===== config.mk =====
export PLATFORM = sky130hd
export DESIGN_NAME = ffha_cell
export DESIGN_NICKNAME = d
export VERILOG_FILES = /design/src/design/ffha_pkg.sv /design/src/design/ffha_cell.sv
export SDC_FILE = /design/constraint.sdc
export NUM_CORES = 1
export LEC_CHECK = 0
export ABC_AREA = 0
export BUFFER_PORTS_ARGS = -buffer_cell sky130_fd_sc_hd__buf_2
export CORE_AREA = 2 2 206 208
export CTS_BUF_LIST = sky130_fd_sc_hd__clkbuf_16
export CTS_CLUSTER_DIAMETER = 150
export DETAILED_ROUTE_END_ITERATION = 7
export DIE_AREA = 0 0 208 210
export GPL_ROUTABILITY_DRIVEN = 0
export SLEW_MARGIN = 10
export SYNTH_ARGS = -nofsm -noshare
export SYNTH_HDL_FRONTEND = slang
export SYNTH_SLANG_ARGS = --single-unit

===== constraint.sdc =====
create_clock -name clk_i -period 4.2 [get_ports clk_i]
set_clock_uncertainty 0.2 [all_clocks]
set_input_delay 1.05 -clock clk_i [delete_from_list [all_inputs] [get_ports clk_i]]
set_output_delay 1.05 -clock clk_i [all_outputs]
set_load 0.02 [all_outputs]

===== src/design/ffha_pkg.sv =====
// ----------------------------------------------------------------------------
// ffha_pkg: shared definitions for the first-fit hole allocator
// Request and status codes, default sizes and the cell control bundle.
// ----------------------------------------------------------------------------
package ffha_pkg;

  localparam int HOLE_ENTRIES = 128;
  localparam int CLICK_BITS   = 20;

  // request kinds
  localparam logic [1:0] FUNC_ALLOC = 2'd0;
  localparam logic [1:0] FUNC_FREE  = 2'd1;
  localparam logic [1:0] FUNC_MAX   = 2'd2;

  // result status
  localparam logic [1:0] STAT_OK     = 2'd0;
  localparam logic [1:0] STAT_NO_MEM = 2'd1;
  localparam logic [1:0] STAT_FULL   = 2'd2;

  // scan load flavor
  localparam logic [1:0] LD_ALLOC = 2'd0;
  localparam logic [1:0] LD_FREE  = 2'd1;
  localparam logic [1:0] LD_MAX   = 2'd2;

  // action at the cell that holds the found position
  localparam logic [1:0] PM_KEEP = 2'd0;
  localparam logic [1:0] PM_WR   = 2'd1;
  localparam logic [1:0] PM_SHL  = 2'd2;

  // action at cells past the found position
  localparam logic [1:0] TM_KEEP = 2'd0;
  localparam logic [1:0] TM_SHL  = 2'd1;
  localparam logic [1:0] TM_SHR  = 2'd2;

  typedef struct packed {
    logic       load;
    logic [1:0] load_mode;
    logic       scan;
    logic       scan_max;
    logic       apply;
    logic       wr_pred;
    logic [1:0] pos_mode;
    logic [1:0] tail_mode;
    logic       wr_next;
  } cell_ctl_t;

endpackage


===== src/design/ffha_cell.sv =====
// ----------------------------------------------------------------------------
// ffha_cell: one hole entry of the table
// Holds one hole, takes part in the prefix scan and shifts with its neighbors.
// ----------------------------------------------------------------------------
module ffha_cell #(
  parameter int ClickBits   = ffha_pkg::CLICK_BITS,
  parameter int HoleEntries = ffha_pkg::HOLE_ENTRIES,
  parameter int CellIdx     = 0,
  parameter int ScanSteps   = 1,
  parameter int StW         = 1
) (
  input  logic                                         clk_i,
  input  ffha_pkg::cell_ctl_t                          ctl_i,
  input  logic [StW-1:0]                               step_i,
  input  logic [$clog2(HoleEntries+1)-1:0]             cnt_i,
  input  logic [ClickBits-1:0]                         base_i,
  input  logic [ClickBits:0]                           clicks_i,
  input  logic [ClickBits-1:0]                         v0_start_i,
  input  logic [ClickBits:0]                           v0_len_i,
  input  logic [ClickBits-1:0]                         v1_start_i,
  input  logic [ClickBits:0]                           v1_len_i,
  input  logic [ClickBits-1:0]                         prev_start_i,
  input  logic [ClickBits:0]                           prev_len_i,
  input  logic [ClickBits-1:0]                         next_start_i,
  input  logic [ClickBits:0]                           next_len_i,
  input  logic                                         f_prev_i,
  input  logic                                         first_prev_i,
  input  logic                                         first_next_i,
  input  logic [ScanSteps-1:0][3*(2*ClickBits+2)+1:0]  scan_src_i,
  output logic [3*(2*ClickBits+2)+1:0]                 scan_o,
  output logic [ClickBits-1:0]                         start_o,
  output logic [ClickBits:0]                           len_o,
  output logic                                         f_o,
  output logic                                         first_o
);

  typedef struct packed {
    logic                 v;
    logic [ClickBits-1:0] s;
    logic [ClickBits:0]   l;
  } dat_t;

  typedef struct packed {
    logic f;
    dat_t fd;
    logic pv;
    dat_t pd;
    dat_t last;
  } scan_t;

  logic [ClickBits-1:0] start_q, start_d;
  logic [ClickBits:0]   len_q, len_d;
  scan_t                scan_q, scan_d;
  scan_t                src, cmb, mx, ld;
  logic                 valid, use_src, is_pos;

  assign valid   = CellIdx < int'(cnt_i);
  assign src     = scan_t'(scan_src_i[step_i]);
  assign use_src = CellIdx >= (1 << step_i);
  assign is_pos  = scan_q.f & ~f_prev_i;

  // combine the segment to the left with our own segment
  always_comb begin
    cmb = scan_q;
    if (src.f) begin
      cmb.f  = 1'b1;
      cmb.fd = src.fd;
      cmb.pv = src.pv;
      cmb.pd = src.pd;
    end else begin
      cmb.pv = 1'b1;
      cmb.pd = scan_q.pv ? scan_q.pd : src.last;
    end
    mx = scan_q;
    if (src.fd.l > scan_q.fd.l) begin
      mx.fd.l = src.fd.l;
    end
  end

  always_comb begin
    ld.fd.v = valid;
    ld.fd.s = start_q;
    ld.fd.l = len_q;
    case (ctl_i.load_mode)
      ffha_pkg::LD_ALLOC: begin
        ld.f = valid && (len_q >= clicks_i);
      end
      ffha_pkg::LD_FREE: begin
        ld.f = !valid || (start_q >= base_i);
      end
      default: begin
        ld.f = 1'b0;
        if (!valid) begin
          ld.fd.l = '0;
        end
      end
    endcase
    ld.pv   = 1'b0;
    ld.pd   = '0;
    ld.last = ld.fd;
  end

  always_comb begin
    scan_d = scan_q;
    if (ctl_i.load) begin
      scan_d = ld;
    end else if (ctl_i.scan && use_src) begin
      scan_d = ctl_i.scan_max ? mx : cmb;
    end
  end

  always_comb begin
    start_d = start_q;
    len_d   = len_q;
    if (ctl_i.apply) begin
      if (first_next_i && ctl_i.wr_pred) begin
        start_d = v0_start_i;
        len_d   = v0_len_i;
      end else if (is_pos) begin
        case (ctl_i.pos_mode)
          ffha_pkg::PM_WR: begin
            start_d = v0_start_i;
            len_d   = v0_len_i;
          end
          ffha_pkg::PM_SHL: begin
            start_d = next_start_i;
            len_d   = next_len_i;
          end
          default: ;
        endcase
      end else if (first_prev_i && ctl_i.wr_next) begin
        start_d = v1_start_i;
        len_d   = v1_len_i;
      end else if (f_prev_i) begin
        case (ctl_i.tail_mode)
          ffha_pkg::TM_SHL: begin
            start_d = next_start_i;
            len_d   = next_len_i;
          end
          ffha_pkg::TM_SHR: begin
            start_d = prev_start_i;
            len_d   = prev_len_i;
          end
          default: ;
        endcase
      end
    end
  end

  always_ff @(posedge clk_i) begin
    start_q <= start_d;
    len_q   <= len_d;
    scan_q  <= scan_d;
  end

  assign scan_o  = scan_q;
  assign start_o = start_q;
  assign len_o   = len_q;
  assign f_o     = scan_q.f;
  assign first_o = is_pos;

endmodule

==> impl_metrics.env <==
export IMPL_ys_types=32
export IMPL_hold_buffers=0
export IMPL_post_route_util=0.2333
export IMPL_synth_avg_cell_area_um2=11.99
export IMPL_start_util=0.1644
export IMPL_end_kind="primary output"
export IMPL_gr_total_overflow=0
export IMPL_hpwl_um=23310
export IMPL_hold_path_class="register to register"
export IMPL_vias=5840
export IMPL_fin_crit_ns=2.992
export IMPL_wirelength_um=27640
export IMPL_crit_buf_inv=3
export IMPL_syn_cell_area_um2=6820
export IMPL_cpPeakStageDelay_ns=0.22
export IMPL_slew_limit_headroom=0.3615
export IMPL_power_per_cell_area_nw_per_um2=379.0
export IMPL_slew_violations=0
export IMPL_firstDrtPassIters=5
export IMPL_area_delta_synth_final_pct=41.88
export IMPL_cp_start_kind="input port"
export IMPL_maxCapViolCount=0
export IMPL_timing_final_crit_share=0.7123
export IMPL_ios=529
export IMPL_synth_yosys_seq_area_share=0.5548
export IMPL_die_w_um=208
export IMPL_whs_ns=0.4348
export IMPL_path_common_cell="buf_2"
export IMPL_irDropWorstVdd_uv=148.4
export IMPL_grt_pass1_vias=5760
export IMPL_required_ns=2.95
export IMPL_final_nets=1322
export IMPL_post_cts_buffers=0
export IMPL_setup_viol=0
export IMPL_rows=75
export IMPL_yosysWarnings=0
export IMPL_clk_pin_slew_ns=0.06
export IMPL_crit_family="buffers and inverters"
export IMPL_clkLatencyLatePin_ns=0.43
export IMPL_total_power_w=0.003668
export IMPL_antenna_found_initial=13
export IMPL_drt_iter0_drc=347
export IMPL_port_buffers=354
export IMPL_worst_pin_slew_ns=0.9555
export IMPL_cts_tree="done"
export IMPL_final_cells=1484
export IMPL_htreeDepth=4
export IMPL_grt_usage=0.1231
export IMPL_synth_area_leader_cell="edfxtp_1"
export IMPL_wire_per_inst_um=18.63
export IMPL_cts_buffers=17
export IMPL_worst_ep_arrival_time_ns=1.74
export IMPL_rsz0062_at_grt="false"
export IMPL_fin_setup_tns_ns=0
export IMPL_die_y_um=210
export IMPL_vias_per_cell=3.935
export IMPL_hold_violations=0
export IMPL_route_detailed_drc=0
export IMPL_path_class="input port to primary output"
export IMPL_critPathSlowestCell="nand2b_1"
export IMPL_cp_max_fo=4
export IMPL_synth_top_area_share=0.5548
export IMPL_cts_max_path_buffers=2
export IMPL_die_area_um2=43680
export IMPL_ys_ff_latch=126
export IMPL_p_leak_nw=4.372
export IMPL_synth_area_leaders="edfxtp_1 (55%), ha_1 (7.7%), a221o_1 (6.0%), mux2i_1 (6.0%), buf_4 (4.8%)"
export IMPL_grt_first_pass_wirelength_um=38160
export IMPL_fill_cells=4487
export IMPL_max_freq_mhz=334.3
export IMPL_clock_sinks=126
export IMPL_drive_gt1_frac=0.4293
export IMPL_path_cells="buf_2 -> nand2b_1 -> inv_1 -> buf_2"
export IMPL_cts_repair_resized=0
export IMPL_grt_max_degree=66
export IMPL_core_region_area_um2=41480
export IMPL_root_buffer="clkbuf_16"
export IMPL_ant_nets=0
export IMPL_outcome="completed"
export IMPL_dp_cells=1442
export IMPL_syn_inst=569
==> sequential cells by signal, indices dropped and copies added, names as in the netlist <==
| signal | cells |
|---|---|
| f_o | 1 |
| len_o | 21 |
| scan_o | 84 |
| start_o | 20 |
==> report_power, final <==
group / internal, W / switching, W / total (W)
Sequential: 0.00151 / 0.0000697 / 0.00158
Clock: 0.000805 / 0.000563 / 0.00137
Combinational: 0.000276 / 0.000441 / 0.000717
Total: 0.00259 / 0.00107 / 0.00367
==> routing by layer <==
metal	GRT usage	up-vias	part of all wire
met5	0	-	0.0012
li1	-	2749	-
met2	0.1828	284	0.45
met4	0.05405	4	0.023
met1	0.1687	2765	0.47
met3	0.03114	38	0.058
==> Yosys cell counts (all sizes together) <==
cell type and n:
and2 43, nand2b 3, nor2b 5, a31oi 1
and3 1, edfxtp 126, a211oi 1, nor2 4
a221o 41, nand2 51, a21oi 12, ha 42
nand4 6, nor3b 1, xor2 1, mux2i 41
inv 45, clkbuf 24, a21boi 1, o22a 1
nand3 3, o21ai 50, o31a 1, nor3 1
buf 48, a21o 8, nor4 2, a2111oi 5
conb 1
==> stage by stage <==
stage               setup slack (ns)  cell area (µm²)
finish                         1.208             9677
global route                   1.168             9664
global placement              0.9453             9101
floorplan                     0.1457             6978
detailed placement            0.9074             9101
CTS                            1.202             9649
==> kinds of logic (layout without fill, tap and decap cells) <==
family / Yosys count / after routing / share of synthesized area
xor+xnor: 1 / 1 / 0.001284
fa+ha+maj: 42 / 42 / 0.07705
compound gates: 121 / 121 / 0.1275
flops: 126 / 126 / 0.5548
buf+inv: 117 / 440 / 0.08934
other cells: 1 / 54 / 0.0005498
mux: 41 / 41 / 0.06017
simple gates: 120 / 120 / 0.08934
==> layout make-up <==
type	instances	area (µm²)	area share
timing repair buffer	364	1849	0.1911
tap	539	674.4	0.06969
inverter	45	168.9	0.01746
multi-input combinational	368	2625	0.2713
antenna	11	27.53	0.002845
clock buffer	17	425.4	0.04396
clock inverter	14	122.6	0.01267
sequential	126	3784	0.3910
==> worst paths after layout <==
path	start	end	slack, ns	depth (start not counted)
setup / recovery	f_prev_i	first_o	1.21	4
hold / removal	len_o[6]$_DFFE_PP_	scan_o[91]$_DFFE_PP_	0.43	1
setup reg to reg	f_o$_DFFE_PP_	start_o[12]$_DFFE_PP_	1.49	6
hold reg to reg	len_o[6]$_DFFE_PP_	scan_o[91]$_DFFE_PP_	0.43	1
==> cells in the final DEF (no fill, tap or decap), types with 8 or more instances in the layout <==
cell / netlist / routed
a221o_1: 41 / 41
buf_4: 44 / 11
o21ai_0: 49 / 49
and2_1: 43 / 43
nand2_1: 51 / 51
ha_1: 42 / 42
edfxtp_1: 126 / 126
conb_1: 1 / 43
clkbuf_16: 0 / 17
mux2i_1: 41 / 41
a21oi_1: 12 / 12
buf_2: 4 / 353
a21o_1: 8 / 8
diode_2: 0 / 11
inv_1: 45 / 45
(Power assumes the default switching activity.)
